--- src/mbe_pkg.sv ---
// Shared types, constants and the control store for the escape-time pixel engine.
// No dependencies; used by mbe_sequencer, mbe_datapath and mandelbrot_escape_time.
package mbe_pkg;

  localparam int FRAC_BITS  = 28;
  localparam int COORD_W    = 32;
  localparam int CNT_W      = 16;
  localparam int HW_W       = 11;
  localparam int PIX_W      = 12;
  localparam int IDX_W      = 24;
  localparam int STEP_REG_W = 31;
  localparam int RSQ_W      = 63;
  localparam int CFG_IDX_W  = 3;
  localparam int CFG_DATA_W = 63;
  localparam int OPND_W     = 32;
  localparam int PROD_W     = 64;
  localparam int WIDE_W     = 65;
  localparam int CMAG_W     = 43;
  localparam int CSUM_W     = 45;

  localparam logic signed [COORD_W-1:0] CENTER_RST = '0;
  localparam logic [STEP_REG_W-1:0]     PSTEP_RST  = 31'd268435;
  localparam logic [HW_W-1:0]           HWIDTH_RST = 11'd1000;
  localparam logic [CNT_W-1:0]          ILIMIT_RST = 16'd255;
  localparam logic [RSQ_W-1:0]          RSQ_RST    = 63'h0400_0000_0000_0000;

  localparam logic signed [WIDE_W-1:0] COORD_MAX_W = 65'sh0_0000_0000_7FFF_FFFF;
  localparam logic signed [WIDE_W-1:0] COORD_MIN_W = -65'sh0_0000_0000_8000_0000;

  typedef enum logic [CFG_IDX_W-1:0] {
    CFG_CENTER_REAL,
    CFG_CENTER_IMAG,
    CFG_PIXEL_STEP,
    CFG_HALF_WIDTH,
    CFG_ITER_LIMIT,
    CFG_ESCAPE_RSQ
  } cfg_reg_t;

  typedef enum logic [2:0] {
    MUL_NONE,
    MUL_CR,
    MUL_CI,
    MUL_IDX,
    MUL_RR,
    MUL_II,
    MUL_RI
  } mul_sel_t;

  typedef enum logic [1:0] {
    JMP_NEXT,
    JMP_GOTO,
    JMP_COND,
    JMP_WAIT
  } jump_t;

  typedef logic [3:0] step_t;

  localparam step_t ST_MUL_CR  = 4'd0;
  localparam step_t ST_MUL_CI  = 4'd1;
  localparam step_t ST_MUL_IDX = 4'd2;
  localparam step_t ST_IDX     = 4'd3;
  localparam step_t ST_SQ_R    = 4'd4;
  localparam step_t ST_SQ_I    = 4'd5;
  localparam step_t ST_PROD    = 4'd6;
  localparam step_t ST_CHECK   = 4'd7;
  localparam step_t ST_UPDATE  = 4'd8;
  localparam step_t ST_DONE    = 4'd9;

  typedef struct packed {
    mul_sel_t mul_sel;
    logic     ld_cr;
    logic     ld_ci;
    logic     clr_z;
    logic     ld_idx;
    logic     ld_a;
    logic     ld_b;
    logic     chk;
    logic     upd;
    jump_t    jmp;
    step_t    target;
  } uword_t;

  typedef struct packed {
    logic   load;
    logic   out_ld;
    uword_t op;
  } ctrl_t;

  typedef struct packed {
    logic escape;
    logic last;
  } status_t;

  function automatic uword_t ucode(input step_t s);
    uword_t w;
    w = '0;
    w.mul_sel = MUL_NONE;
    w.jmp     = JMP_NEXT;
    w.target  = ST_MUL_CR;
    unique case (s)
      ST_MUL_CR:  w.mul_sel = MUL_CR;
      ST_MUL_CI:  begin
        w.mul_sel = MUL_CI;
        w.ld_cr   = 1'b1;
      end
      ST_MUL_IDX: begin
        w.mul_sel = MUL_IDX;
        w.ld_ci   = 1'b1;
        w.clr_z   = 1'b1;
      end
      ST_IDX:     w.ld_idx = 1'b1;
      ST_SQ_R:    w.mul_sel = MUL_RR;
      ST_SQ_I:    begin
        w.mul_sel = MUL_II;
        w.ld_a    = 1'b1;
      end
      ST_PROD:    begin
        w.mul_sel = MUL_RI;
        w.ld_b    = 1'b1;
      end
      ST_CHECK:   begin
        w.chk    = 1'b1;
        w.jmp    = JMP_COND;
        w.target = ST_DONE;
      end
      ST_UPDATE:  begin
        w.upd    = 1'b1;
        w.jmp    = JMP_GOTO;
        w.target = ST_SQ_R;
      end
      ST_DONE:    w.jmp = JMP_WAIT;
      default:    w.jmp = JMP_WAIT;
    endcase
    return w;
  endfunction

  function automatic logic signed [COORD_W-1:0] sat_coord(input logic signed [WIDE_W-1:0] v);
    logic signed [COORD_W-1:0] r;
    if (v > COORD_MAX_W) begin
      r = COORD_MAX_W[COORD_W-1:0];
    end else if (v < COORD_MIN_W) begin
      r = COORD_MIN_W[COORD_W-1:0];
    end else begin
      r = v[COORD_W-1:0];
    end
    return r;
  endfunction

endpackage

--- src/mbe_sequencer.sv ---
// Microcode sequencer: step counter, control store lookup, jumps and the beat handshakes.
// Depends on mbe_pkg.
module mbe_sequencer (
  input  logic             clk,
  input  logic             rst,
  input  logic             in_valid,
  output logic             in_ready,
  output logic             out_valid,
  input  logic             out_ready,
  input  mbe_pkg::status_t status,
  output mbe_pkg::ctrl_t   ctrl
);

  logic             busy;
  logic             busy_next;
  mbe_pkg::step_t   step;
  mbe_pkg::step_t   step_next;
  logic             out_valid_next;
  mbe_pkg::uword_t  uw;
  logic             slot_free;

  assign uw        = mbe_pkg::ucode(step);
  assign slot_free = !out_valid || out_ready;
  assign in_ready  = !busy;

  always_comb begin
    ctrl.load   = in_valid && !busy;
    ctrl.op     = busy ? uw : '0;
    ctrl.out_ld = busy && (uw.jmp == mbe_pkg::JMP_WAIT) && slot_free;
  end

  always_comb begin
    busy_next = busy;
    step_next = step;
    if (!busy) begin
      if (in_valid) begin
        busy_next = 1'b1;
        step_next = mbe_pkg::ST_MUL_CR;
      end
    end else begin
      unique case (uw.jmp)
        mbe_pkg::JMP_NEXT: step_next = step + 1'b1;
        mbe_pkg::JMP_GOTO: step_next = uw.target;
        mbe_pkg::JMP_COND: begin
          step_next = (status.escape || status.last) ? uw.target : step + 1'b1;
        end
        mbe_pkg::JMP_WAIT: begin
          if (slot_free) begin
            busy_next = 1'b0;
            step_next = mbe_pkg::ST_MUL_CR;
          end
        end
        default: step_next = mbe_pkg::ST_MUL_CR;
      endcase
    end
  end

  always_comb begin
    if (ctrl.out_ld) begin
      out_valid_next = 1'b1;
    end else if (out_ready) begin
      out_valid_next = 1'b0;
    end else begin
      out_valid_next = out_valid;
    end
  end

  always_ff @(posedge clk) begin
    if (rst) begin
      busy      <= 1'b0;
      step      <= mbe_pkg::ST_MUL_CR;
      out_valid <= 1'b0;
    end else begin
      busy      <= busy_next;
      step      <= step_next;
      out_valid <= out_valid_next;
    end
  end

endmodule

--- src/mbe_datapath.sv ---
// Datapath: shared 32x32 multiplier, point setup, z update, escape test and result registers.
// Depends on mbe_pkg; driven by the control word from mbe_sequencer.
module mbe_datapath (
  input  logic                                 clk,
  input  logic signed [mbe_pkg::COORD_W-1:0]   center_real,
  input  logic signed [mbe_pkg::COORD_W-1:0]   center_imag,
  input  logic [mbe_pkg::STEP_REG_W-1:0]       pixel_step,
  input  logic [mbe_pkg::HW_W-1:0]             half_width,
  input  logic [mbe_pkg::CNT_W-1:0]            iteration_limit,
  input  logic [mbe_pkg::RSQ_W-1:0]            escape_radius_sq,
  input  logic [mbe_pkg::PIX_W-1:0]            pixel_row,
  input  logic [mbe_pkg::PIX_W-1:0]            pixel_col,
  input  mbe_pkg::ctrl_t                       ctrl,
  output mbe_pkg::status_t                     status,
  output logic [mbe_pkg::CNT_W-1:0]            escape_count,
  output logic [mbe_pkg::IDX_W-1:0]            pixel_index
);

  logic [mbe_pkg::PIX_W-1:0]          row;
  logic [mbe_pkg::PIX_W-1:0]          col;
  logic [mbe_pkg::PIX_W-1:0]          r_ext;
  logic [mbe_pkg::PIX_W-1:0]          two_r;
  logic [mbe_pkg::PIX_W-1:0]          side;
  logic                               col_lt;
  logic                               row_gt;
  logic [mbe_pkg::PIX_W-1:0]          col_mag;
  logic [mbe_pkg::PIX_W-1:0]          row_mag;

  logic signed [mbe_pkg::COORD_W-1:0] cr;
  logic signed [mbe_pkg::COORD_W-1:0] ci;
  logic signed [mbe_pkg::COORD_W-1:0] zr;
  logic signed [mbe_pkg::COORD_W-1:0] zi;
  logic [mbe_pkg::OPND_W-1:0]         mr;
  logic [mbe_pkg::OPND_W-1:0]         mi;

  logic [mbe_pkg::OPND_W-1:0]         opa;
  logic [mbe_pkg::OPND_W-1:0]         opb;
  logic [mbe_pkg::PROD_W-1:0]         mul_out;
  logic [mbe_pkg::PROD_W-1:0]         prod;
  logic [mbe_pkg::PROD_W-1:0]         sq_a;
  logic [mbe_pkg::PROD_W-1:0]         sq_b;
  logic [mbe_pkg::PROD_W-1:0]         abs2;

  logic signed [mbe_pkg::CSUM_W-1:0]  cmag_s;
  logic signed [mbe_pkg::CSUM_W-1:0]  cr_sum;
  logic signed [mbe_pkg::CSUM_W-1:0]  ci_sum;

  logic signed [mbe_pkg::WIDE_W-1:0]  re_s;
  logic signed [mbe_pkg::WIDE_W-1:0]  im_s;
  logic signed [mbe_pkg::WIDE_W-1:0]  p2_s;
  logic signed [mbe_pkg::WIDE_W-1:0]  re_sh;
  logic signed [mbe_pkg::WIDE_W-1:0]  im_sh;

  logic [mbe_pkg::CNT_W-1:0]          n;
  logic [mbe_pkg::CNT_W-1:0]          count_res;
  logic [mbe_pkg::IDX_W-1:0]          idx;

  assign r_ext   = {1'b0, half_width};
  assign two_r   = {half_width, 1'b0};
  assign side    = two_r + 1'b1;
  assign col_lt  = col < r_ext;
  assign row_gt  = row > r_ext;
  assign col_mag = col_lt ? r_ext - col : col - r_ext;
  assign row_mag = row_gt ? row - r_ext : r_ext - row;

  assign mr = zr[mbe_pkg::COORD_W-1] ? -zr : zr;
  assign mi = zi[mbe_pkg::COORD_W-1] ? -zi : zi;

  always_comb begin
    case (ctrl.op.mul_sel)
      mbe_pkg::MUL_CR: begin
        opa = mbe_pkg::OPND_W'(col_mag);
        opb = mbe_pkg::OPND_W'(pixel_step);
      end
      mbe_pkg::MUL_CI: begin
        opa = mbe_pkg::OPND_W'(row_mag);
        opb = mbe_pkg::OPND_W'(pixel_step);
      end
      mbe_pkg::MUL_IDX: begin
        opa = mbe_pkg::OPND_W'(row);
        opb = mbe_pkg::OPND_W'(side);
      end
      mbe_pkg::MUL_RR: begin
        opa = mr;
        opb = mr;
      end
      mbe_pkg::MUL_II: begin
        opa = mi;
        opb = mi;
      end
      mbe_pkg::MUL_RI: begin
        opa = mr;
        opb = mi;
      end
      default: begin
        opa = '0;
        opb = '0;
      end
    endcase
  end

  assign mul_out = opa * opb;

  // pixel offset magnitude lives in prod; sign comes from the clamped row/col
  assign cmag_s = $signed({2'b00, prod[mbe_pkg::CMAG_W-1:0]});
  assign cr_sum = mbe_pkg::CSUM_W'(center_real) + (col_lt ? -cmag_s : cmag_s);
  assign ci_sum = mbe_pkg::CSUM_W'(center_imag) + (row_gt ? -cmag_s : cmag_s);

  assign abs2  = sq_a + sq_b;
  assign p2_s  = $signed({prod, 1'b0});
  assign re_sh = re_s >>> mbe_pkg::FRAC_BITS;
  assign im_sh = im_s >>> mbe_pkg::FRAC_BITS;

  always_comb begin
    status.escape = abs2 >= {1'b0, escape_radius_sq};
    status.last   = n == iteration_limit;
  end

  always_ff @(posedge clk) begin
    if (ctrl.load) begin
      row <= (pixel_row > two_r) ? two_r : pixel_row;
      col <= (pixel_col > two_r) ? two_r : pixel_col;
    end
    if (ctrl.op.mul_sel != mbe_pkg::MUL_NONE) begin
      prod <= mul_out;
    end
    if (ctrl.op.ld_cr) begin
      cr <= mbe_pkg::sat_coord(mbe_pkg::WIDE_W'(cr_sum));
    end
    if (ctrl.op.ld_ci) begin
      ci <= mbe_pkg::sat_coord(mbe_pkg::WIDE_W'(ci_sum));
    end
    if (ctrl.op.ld_idx) begin
      idx <= prod[mbe_pkg::IDX_W-1:0] + mbe_pkg::IDX_W'(col);
    end
    if (ctrl.op.ld_a) begin
      sq_a <= prod;
    end
    if (ctrl.op.ld_b) begin
      sq_b <= prod;
    end
    if (ctrl.op.chk) begin
      re_s      <= $signed({1'b0, sq_a}) - $signed({1'b0, sq_b});
      im_s      <= (zr[mbe_pkg::COORD_W-1] != zi[mbe_pkg::COORD_W-1]) ? -p2_s : p2_s;
      count_res <= status.escape ? n : '0;
    end
    if (ctrl.op.clr_z) begin
      zr <= '0;
      zi <= '0;
      n  <= '0;
    end else if (ctrl.op.upd) begin
      zr <= mbe_pkg::sat_coord(re_sh + mbe_pkg::WIDE_W'(cr));
      zi <= mbe_pkg::sat_coord(im_sh + mbe_pkg::WIDE_W'(ci));
      n  <= n + 1'b1;
    end
    if (ctrl.out_ld) begin
      escape_count <= count_res;
      pixel_index  <= idx;
    end
  end

endmodule

--- src/mandelbrot_escape_time.sv ---
// Top level of the escape-time pixel engine: configuration registers, sequencer, datapath.
// Depends on mbe_pkg, mbe_sequencer and mbe_datapath.
//
// One pixel (row, column) is taken per input beat and one beat comes out per pixel:
// the escape count and the pixel's linear index. All work goes through a single
// 32x32 multiplier under a ten-step microprogram: the setup steps MUL_CR, MUL_CI,
// MUL_IDX and IDX form c and the index, then each escape check runs SQ_R, SQ_I,
// PROD and CHECK (two squares, the cross product and the test), and each check
// that neither escapes nor reaches the iteration limit adds an UPDATE step. The
// next pixel is accepted as soon as the previous result has moved into the output
// register. Configuration must be written by the user only while no pixel is in
// flight; the block itself does not enforce this.
module mandelbrot_escape_time (
  input  logic                               clk,
  input  logic                               rst,
  input  logic                               cfg_we,
  input  logic [mbe_pkg::CFG_IDX_W-1:0]      cfg_index,
  input  logic [mbe_pkg::CFG_DATA_W-1:0]     cfg_data,
  input  logic                               in_valid,
  output logic                               in_ready,
  input  logic [mbe_pkg::PIX_W-1:0]          pixel_row,
  input  logic [mbe_pkg::PIX_W-1:0]          pixel_col,
  output logic                               out_valid,
  input  logic                               out_ready,
  output logic [mbe_pkg::CNT_W-1:0]          escape_count,
  output logic [mbe_pkg::IDX_W-1:0]          pixel_index
);

  logic signed [mbe_pkg::COORD_W-1:0] center_real;
  logic signed [mbe_pkg::COORD_W-1:0] center_imag;
  logic [mbe_pkg::STEP_REG_W-1:0]     pixel_step;
  logic [mbe_pkg::HW_W-1:0]           half_width;
  logic [mbe_pkg::CNT_W-1:0]          iteration_limit;
  logic [mbe_pkg::RSQ_W-1:0]          escape_radius_sq;

  mbe_pkg::ctrl_t   ctrl;
  mbe_pkg::status_t status;

  always_ff @(posedge clk) begin
    if (rst) begin
      center_real      <= mbe_pkg::CENTER_RST;
      center_imag      <= mbe_pkg::CENTER_RST;
      pixel_step       <= mbe_pkg::PSTEP_RST;
      half_width       <= mbe_pkg::HWIDTH_RST;
      iteration_limit  <= mbe_pkg::ILIMIT_RST;
      escape_radius_sq <= mbe_pkg::RSQ_RST;
    end else if (cfg_we) begin
      unique case (cfg_index)
        mbe_pkg::CFG_CENTER_REAL: center_real      <= $signed(cfg_data[mbe_pkg::COORD_W-1:0]);
        mbe_pkg::CFG_CENTER_IMAG: center_imag      <= $signed(cfg_data[mbe_pkg::COORD_W-1:0]);
        mbe_pkg::CFG_PIXEL_STEP:  pixel_step       <= cfg_data[mbe_pkg::STEP_REG_W-1:0];
        mbe_pkg::CFG_HALF_WIDTH:  half_width       <= cfg_data[mbe_pkg::HW_W-1:0];
        mbe_pkg::CFG_ITER_LIMIT:  iteration_limit  <= cfg_data[mbe_pkg::CNT_W-1:0];
        mbe_pkg::CFG_ESCAPE_RSQ:  escape_radius_sq <= cfg_data[mbe_pkg::RSQ_W-1:0];
        default: ;
      endcase
    end
  end

  mbe_sequencer u_seq (
    .clk       (clk),
    .rst       (rst),
    .in_valid  (in_valid),
    .in_ready  (in_ready),
    .out_valid (out_valid),
    .out_ready (out_ready),
    .status    (status),
    .ctrl      (ctrl)
  );

  mbe_datapath u_dp (
    .clk              (clk),
    .center_real      (center_real),
    .center_imag      (center_imag),
    .pixel_step       (pixel_step),
    .half_width       (half_width),
    .iteration_limit  (iteration_limit),
    .escape_radius_sq (escape_radius_sq),
    .pixel_row        (pixel_row),
    .pixel_col        (pixel_col),
    .ctrl             (ctrl),
    .status           (status),
    .escape_count     (escape_count),
    .pixel_index      (pixel_index)
  );

  // busy right after an input beat
  assert property (@(posedge clk) disable iff (rst)
    (in_valid && in_ready) |=> !in_ready)
    else $error("engine accepted a beat but did not go busy");

  // a result never appears the cycle after its pixel was taken
  assert property (@(posedge clk) disable iff (rst)
    $rose(out_valid) |-> !$past(in_valid && in_ready))
    else $error("result produced without running the program");

  // linear index stays on the largest grid
  assert property (@(posedge clk) disable iff (rst)
    out_valid |-> (pixel_index <= 24'd16769024))
    else $error("pixel index outside the grid");

  // escape checks and z updates only happen while the program is running
  assert property (@(posedge clk) disable iff (rst)
    (ctrl.op.upd || ctrl.op.chk) |-> !in_ready)
    else $error("datapath step issued while idle");

endmodule

--- config.mk ---
export PLATFORM = sky130hd
export DESIGN_NAME = mandelbrot_escape_time
export DESIGN_NICKNAME = d
export VERILOG_FILES = /design/src/mbe_pkg.sv /design/src/mbe_sequencer.sv /design/src/mbe_datapath.sv /design/src/mandelbrot_escape_time.sv
export SDC_FILE = /design/constraint.sdc
export NUM_CORES = 2
export LEC_CHECK = 0
export BUFFER_PORTS_ARGS = -buffer_cell sky130_fd_sc_hd__buf_2
export CAP_MARGIN = 10
export CORE_MARGIN = 2
export CORE_UTILIZATION = 55
export DETAILED_ROUTE_END_ITERATION = 8
export GPL_ROUTABILITY_DRIVEN = 0
export PLACE_DENSITY = 0.72
export SLEW_MARGIN = 30
export SYNTH_ARGS = -nofsm -noshare
export SYNTH_HDL_FRONTEND = slang
export SYNTH_SLANG_ARGS = --single-unit
export TNS_END_PERCENT = 20
--- constraint.sdc ---
create_clock -name clk -period 10.8 [get_ports clk]
set_input_delay 2.16 -clock clk [delete_from_list [all_inputs] [get_ports clk]]
set_output_delay 2.16 -clock clk [all_outputs]
set_load 0.1 [all_outputs]
* Word-level counts from Yosys, hierarchy flattened *
Cells that the tools add are included.

word-level totals
  input bits = 95
  memory bits (writable) = 0
  word-level logic and storage cells = 147
  memories = 0
  register bits = 760
  bits in read-only memories = 0
  output and inout port bits = 42
  bits in latches = 0

operators by class
  divide/modulo/power cells = 0
  equality and inequality tests = 25
  multiplexer cells = 39
  $mul = 1
  shifts and indexed selects = 0
  $lt $le $gt $ge = 13
  add/sub/neg operators = 18
  bitwise gates (word level) = 0
  reduce and logical (&&, ||, !) cells = 24

operators by type and width
  operator                                                         count
  two-way mux 32 bit                                               8
  case mux 32 bit (5 select lines)                                 1
  greater-than comparator 65 x 32 -> 1 bit, second input constant  2
  less-than comparator 65 x 32 -> 1 bit, second input constant     2
  case mux 32 bit (4 select lines)                                 1
  adder 32 x 45 -> 45 bit                                          2
  greater-than comparator 45 x 32 -> 1 bit, second input constant  2
  less-than comparator 45 x 32 -> 1 bit, second input constant     2
  two-way mux 45 bit                                               2
  adder 37 x 32 -> 38 bit                                          2
  two-way mux 65 bit                                               1
  negator 65 bit                                                   1
  subtractor 64 x 64 -> 65 bit                                     1
  adder 64 bit                                                     1
  greater-or-equal comparator 64 x 63 -> 1 bit                     1
  multiplier 32 x 32 -> 64 bit                                     1
  negator 32 bit                                                   2
  two-way mux 12 bit                                               4
  negator 43 -> 45 bit                                             1
  adder 24 x 12 -> 24 bit                                          1
  greater-than comparator 12 bit                                   2
  subtractor 11 x 12 -> 12 bit                                     2
  subtractor 12 x 11 -> 12 bit                                     2
  case mux 3 bit (6 select lines)                                  1
  other kinds (35)                                                 75

* Longest topological paths before layout *
  depth after elaboration = 8
  mapped depth = 45
  depth with buffers taken out = 43

* Cells and area by module *
From an unflattened synthesis, not the netlist that was laid out.

second synthesis, totals
  cells, all modules = 9,232
  area total of the unflattened synthesis = 82,550.4 um^2

modules (own cells, without submodules)
  module                  times used  area an instance (um^2)  cells each
  mbe_datapath            1           74,468.9                 8,460
  mandelbrot_escape_time  1           7,480.9                  696
  mbe_sequencer           1           600.6                    76

* Worst setup path after synthesis *
Ideal clock, no wire load.

  kind = register -> register
  start point = reg u_seq.busy
  end point = reg u_dp.prod[62] (netlist bit) (data pin)
  period minus slack after synthesis = 11,598 ps
  path slack = -798 ps
  stages on the path, launching flop included = 36
  library setup time = 262 ps
  buffers on the path = 5
  arrival time = 11,337 ps
  path through = dfxtp_1 clkbuf_1 inv_1 nor2_1 and3_1 nand2b_1 clkbuf_1 clkbuf_1 o22ai_1 clkbuf_1 nand2_1 fa_1 inv_1 fa_1 fa_1 inv_1 fa_1 inv_1 fa_1 fa_1 fa_1 inv_1 fa_1 inv_1 ha_1 clkbuf_1 a21o_1 a21o_1 a21o_1 or3_1 a21oi_1 o21ai_0 a41oi_1 o21ai_0 a211oi_1 xnor2_1

on the way
  longest elaborated chain between the ends = 5
  elaborated cells between the ends (all ways) = 13
  classes of those cells = 1 x mul; 6 x eq/ne; 3 x mux; 3 x reduce/logical

ends and longest elaborated chain
  what                                                                                  RTL line             text
  start: declaration                                                                    mbe_sequencer.sv:14  logic busy;
  start signal: assignment                                                              mbe_sequencer.sv:74  busy <= busy_next;
  two-way mux 17 bit *                                                                  mbe_sequencer.sv:28  ctrl.op = busy ? uw : '0;
  equality test 3 bit (tied with other cells)                                           mbe_datapath.sv:70   case (ctrl.op.mul_sel)
  OR reduction 2 bit (no line)                                                          -
  case mux 32 bit (5 select lines) or case mux 32 bit (4 select lines) (tied branches)  mbe_datapath.sv:70
  multiplier 32 x 32 -> 64 bit *                                                        mbe_datapath.sv:102  assign mul_out = opa * opb;
  via u_dp.mul_out (one bit)                                                            mbe_datapath.sv:38   logic [mbe_pkg::PROD_W-1:0] mul_out;
  end signal: assignment                                                                mbe_datapath.sv:125  prod <= mul_out;
  end: declaration                                                                      mbe_datapath.sv:39   logic [mbe_pkg::PROD_W-1:0] prod;

The timed path passes the listed nets; every way through them passes the cells marked *.
A chain may end at the register's enable or synchronous reset.

* Worst setup path after layout *
  start point = reg u_dp.col[0] (netlist bit)
  end point = reg u_dp.prod[61] (netlist bit) (data pin)

on the way
  longest elaborated chain between the ends = 4
  elaborated cells between the ends (all ways) = 6
  classes of those cells = 2 x add/sub; 1 x mul; 1 x order compare; 2 x mux

ends and longest elaborated chain
  what                                                  RTL line             text
  start: declaration                                    mbe_datapath.sv:20   logic [mbe_pkg::PIX_W-1:0] col;
  start signal: assignment                              mbe_datapath.sv:122  col <= (pixel_col > two_r) ? two_r : pixel_col;
  subtractor 12 x 11 -> 12 bit (tied with other cells)  mbe_datapath.sv:63   assign col_mag = col_lt ? r_ext - col : col - r_ext;
  two-way mux 12 bit *                                  mbe_datapath.sv:63
  case mux 32 bit (5 select lines) *                    mbe_datapath.sv:70
  multiplier 32 x 32 -> 64 bit *                        mbe_datapath.sv:102
  via u_dp.mul_out (one bit)                            mbe_datapath.sv:38

Marked as above.

==> results_dict.tcl <==
set metrics [dict create \
    complex_gate_fraction_of_the_synthesized_area 0.147 \
    ant_nets 0 \
    critical-path-top-cell-by-count "sky130_fd_sc_hd__fa_1" \
    grt_usage 0.365 \
    final_report_hold_violation_count 0 \
    seq_area_frac_synth 0.225 \
    synth_largest_type_area_fraction 0.221 \
    run_status "complete, but fails checks" \
    share_of_total_power_consumed_by_net_switching 0.362 \
    synth.avg_cell_area_um2 8.68 \
    setup.worst_path.end_class "flop" \
    synth_edf_count 434 \
    failing_checks "negative setup slack" \
    number_of_placement_rows 141 \
    report.final.setup_viol 2 \
    area_delta_synth_final_pct 11.8 \
    ff2ff_path_depth 40 \
    cell_at_the_slowest_stage_of_the_critical_path "sky130_fd_sc_hd__fa_1" \
    yosys.area_share.xor_xnor 0.0569 \
    total_via_count_in_the_routed_design 72500 \
    place.detailed.hpwl_um 222000 \
    setup.reg_to_reg.worst_slack_ns -0.12 \
    timing.hold.worst.class "flop to flop" \
    crit_type "flop to flop" \
    ctsHtreeMaxLevel 3 \
    post_route_hold_slack_ns 0.409 \
    timing.critical_path.required_ns 11.36 \
    final_max_slew_viol_count 0 \
    p_int_w 0.00556 \
    floorplan.initialDensity 0.554 \
    worst-slew-pin-transition_ns 1.11 \
    slowest_cell_delay_on_critical_path_ns 0.56 \
    vias_per_cell 6.19 \
    synth_top_family_by_area "adder cells" \
    regToRegEndpoint "u_dp.prod[61]" \
    min_period_over_period 1.01 \
    remaining_global_route_overflow 0 \
    first_global_vias 71400 \
    power.combinational.fraction 0.293 \
    design.core.area_mm2 0.148 \
    clock_sink_count 705 \
    finalNonFillerCells 11700 \
    setup-tns-final_ns -0.143 \
    power_leakage_nw 41.2 \
    synthDominantAreaCellType "sky130_fd_sc_hd__fa_1" \
    synth_seq_cells 705 \
    first_pass_iteration_count_of_the_detailed_router 9 \
    dieArea_mm2 0.152 \
    detail_route.drc_violations 0 \
    detailedRoute.firstIterationViolations 8554 \
    buffer_ports.inserted 136 \
    fin_worst_skew_ns 0.0486 \
    clock_power_share 0.324 \
    timing.hold.worst_path_depth 0 \
    multi_input_comb_area_mm2 0.0583 \
    postSynth.asyncResetShare 0 \
    clockRootBuffer "sky130_fd_sc_hd__clkbuf_16" \
    cts-buffers-inserted 78 \
    cts_tree "yes" \
    clk-insertion-delay-late_ns 0.70 \
    final_cell_mix "sky130_fd_sc_hd__inv_1 (1230), sky130_fd_sc_hd__nand2_1 (1230), sky130_fd_sc_hd__nor2_1 (966), sky130_fd_sc_hd__fa_1 (865), sky130_fd_sc_hd__ha_1 (667)" \
    cts_clock_pin_slew_for_the_worst_setup_and_hold_paths_ns 0.06 \
    worst_setup_path_start_kind "flop" \
    synthesis.yosys.warnings 0 \
    boundaryPins 137 \
    slew_headroom 0.256 \
    postSynth.topFlopCell "sky130_fd_sc_hd__edfxtp_1" \
    yosys-top-cells-area "sky130_fd_sc_hd__fa_1 (22%), sky130_fd_sc_hd__edfxtp_1 (16%), sky130_fd_sc_hd__ha_1 (11%), sky130_fd_sc_hd__dfxtp_1 (6.6%), sky130_fd_sc_hd__inv_1 (5.8%)" \
    maxClockFrequency_ghz 0.0916 \
    initial_antenna_violation_count 10 \
    synth.net_count 11100 \
    fin_crit_ns 10.92 \
    min_from "u_dp.idx[21]" \
    seq_power_share 0.382 \
    clk_buf_depth 3 \
    worst_ir_drop_vdd_uv 139 \
    dp_cells 11500 \
    min_delay_worst_endpoint "u_dp.pixel_index[21]" \
    synth_cells 9439 \
    synth_adder_area_share 0.329 \
    ys_types 108 \
    chipHeight_um 390 \
    max_cap_violations 0 \
    power_switching_w 0.00316 \
    arrival_ns 11.48 \
    wl_cell_um 24.2 \
    drt_wl_total_um 283000 \
    fp.dieW_um 390 \
    fill_cells 12300 \
    pin_count_of_the_biggest_net_entering_global_routing 113 \
    rsz_0062_raised_after_global_routing "true" \
    synth_simple_gate_area_share 0.159 \
    syn-cell-area_mm2 0.0819 \
    share_of_cells_above_drive_strength_1 0.115 \
    grt_pass1_wl_um 424000 \
    ff_latch_area_mm2 0.0185 \
    critPathMaxFanout 12 \
    power-per-cell-area_mw_per_mm2 95.2 \
    post_synth_mux_area_share 0.00388 \
    design.final.nets 11400 \
    worstReg2RegStart "u_dp.col[0]" \
    layout_setup_ws_ns -0.123 \
]
==> synth_stat cells, types with 13 or more instances <==
master,count
sky130_fd_sc_hd__buf_2,34
sky130_fd_sc_hd__ha_1,701
sky130_fd_sc_hd__a21oi_1,674
sky130_fd_sc_hd__or3_1,58
sky130_fd_sc_hd__fa_1,906
sky130_fd_sc_hd__o22ai_1,24
sky130_fd_sc_hd__xnor2_1,299
sky130_fd_sc_hd__and2_1,31
sky130_fd_sc_hd__nor3_1,105
sky130_fd_sc_hd__or4_1,16
sky130_fd_sc_hd__o21ai_1,35
sky130_fd_sc_hd__nor2_1,971
sky130_fd_sc_hd__o221ai_1,17
sky130_fd_sc_hd__edfxtp_1,434
sky130_fd_sc_hd__and3_1,46
sky130_fd_sc_hd__mux2i_1,16
sky130_fd_sc_hd__nand3b_1,32
sky130_fd_sc_hd__nor4_1,37
sky130_fd_sc_hd__a221o_1,20
sky130_fd_sc_hd__or2_2,33
sky130_fd_sc_hd__dfxtp_1,271
sky130_fd_sc_hd__buf_1,16
sky130_fd_sc_hd__clkbuf_1,387
sky130_fd_sc_hd__a22oi_1,14
sky130_fd_sc_hd__o21bai_1,66
sky130_fd_sc_hd__a211oi_1,47
sky130_fd_sc_hd__o21a_1,45
sky130_fd_sc_hd__o211ai_2,18
sky130_fd_sc_hd__o21ai_0,353
sky130_fd_sc_hd__a21o_1,201
sky130_fd_sc_hd__a221oi_1,26
sky130_fd_sc_hd__o211ai_1,51
sky130_fd_sc_hd__nand2_1,1237
sky130_fd_sc_hd__mux2_2,14
sky130_fd_sc_hd__nand2b_1,74
sky130_fd_sc_hd__nor2b_1,67
sky130_fd_sc_hd__nand4_1,65
sky130_fd_sc_hd__o31ai_1,46
sky130_fd_sc_hd__o22a_1,13
sky130_fd_sc_hd__a31oi_1,34
sky130_fd_sc_hd__xor2_1,233
sky130_fd_sc_hd__nand3_1,124
sky130_fd_sc_hd__o41ai_1,15
sky130_fd_sc_hd__a211o_1,24
sky130_fd_sc_hd__inv_1,1267
==> power groups by stage <==
stage	Clock [W]	Sequential, W	Combinational, W
after floorplan	0	0.00327	0.00148
after global placement	0	0.00335	0.00227
after detailed placement	0	0.00336	0.00232
after CTS	0.00284	0.00330	0.00237
after global routing	0.00296	0.00333	0.00271
final	0.00283	0.00333	0.00256
==> per-layer routing <==
metal	GRT usage	share of wire	wire (um)
met3	0.107	0.14	38500
met2	0.539	0.42	119000
met1	0.479	0.37	106000
met4	0.204	0.072	20400
met5	0.00223	0.00017	48
==> what timing repair did <==
action | 4_1_cts | 5_1_grt
hold buffers | 0 | 0
buffers inserted | 19 | 31
cloned | 0 | 2
pin swaps | 37 | 185
setup endpoints to repair | 23 | 37
resized for setup | 47 | 200
==> cells by family after synthesis <==
kind of cell / count (synthesis)
xor+xnor: 532
mux: 30
simple gates: 2964
fa+ha+maj: 1607
flops: 705
compound gates: 1885
buf+inv: 1716
==> final cells by class <==
type,instances,area share
Timing Repair Buffer,632,0.0536
Clock inverter,45,0.00540
Antenna cell,12,0.000328
Inverter,1270,0.0521
Sequential cell,705,0.202
Clock buffer,101,0.0241
Tap cell,1930,0.0264
Multi-Input combinational cell,7018,0.637
==> critical path, delay by kind of cell, from the launching register on <==
family,cells,cell delay [ns]
and+or+nand+nor,3,0.69
buffers and inverters,8,0.65
AOI/OAI and AO/OA,17,3.80
muxes,1,0.32
DFF,1,0.39
adders and majority gates,11,4.92
==> sequential cells by signal (all words and copies together), names as in the netlist, 4 cells and up <==
| register | cells |
|---|---|
| u_dp.zr | 32 |
| u_dp.escape_count | 16 |
| center_imag | 32 |
| u_dp.sq_a | 64 |
| u_dp.prod | 64 |
| center_real | 32 |
| u_seq.step | 4 |
| escape_radius_sq | 63 |
| u_dp.n | 16 |
| iteration_limit | 16 |
| half_width | 11 |
| u_dp.row | 12 |
| u_dp.sq_b | 64 |
| u_dp.re_s | 37 |
| u_dp.im_s | 37 |
| u_dp.cr | 32 |
| u_dp.count_res | 16 |
| u_dp.col | 12 |
| u_dp.zi | 32 |
| u_dp.pixel_index | 24 |
| u_dp.ci | 32 |
| pixel_step | 31 |
| u_dp.idx | 24 |
==> how the worst max path moves through the flow <==
stage,from,endpoint
after floorplan,half_width[1],u_dp.prod[61]
after global placement,u_dp.col[0],u_dp.prod[62]
after detailed placement,u_dp.col[0],u_dp.prod[62]
after CTS,u_dp.col[0],u_dp.prod[61]
after global routing,u_dp.col[0],u_dp.prod[61]
final,u_dp.col[0],u_dp.prod[61]
==> stage by stage <==
stage | utilization | total power, W | cell area [um^2] | setup slack [ns]
6_report | 0.619 | 0.00872 | 91600 | -0.123
5_1_grt | 0.619 | 0.00899 | 91500 | -0.385
4_1_cts | 0.611 | 0.00852 | 90400 | 0.0307
3_5_place_dp | 0.591 | 0.00568 | 87300 | -0.720
3_3_place_gp | 0.590 | 0.00562 | 87200 | -0.502
2_1_floorplan | - | 0.00474 | 81900 | 0.0257
Power figures use the tool's default switching activity.
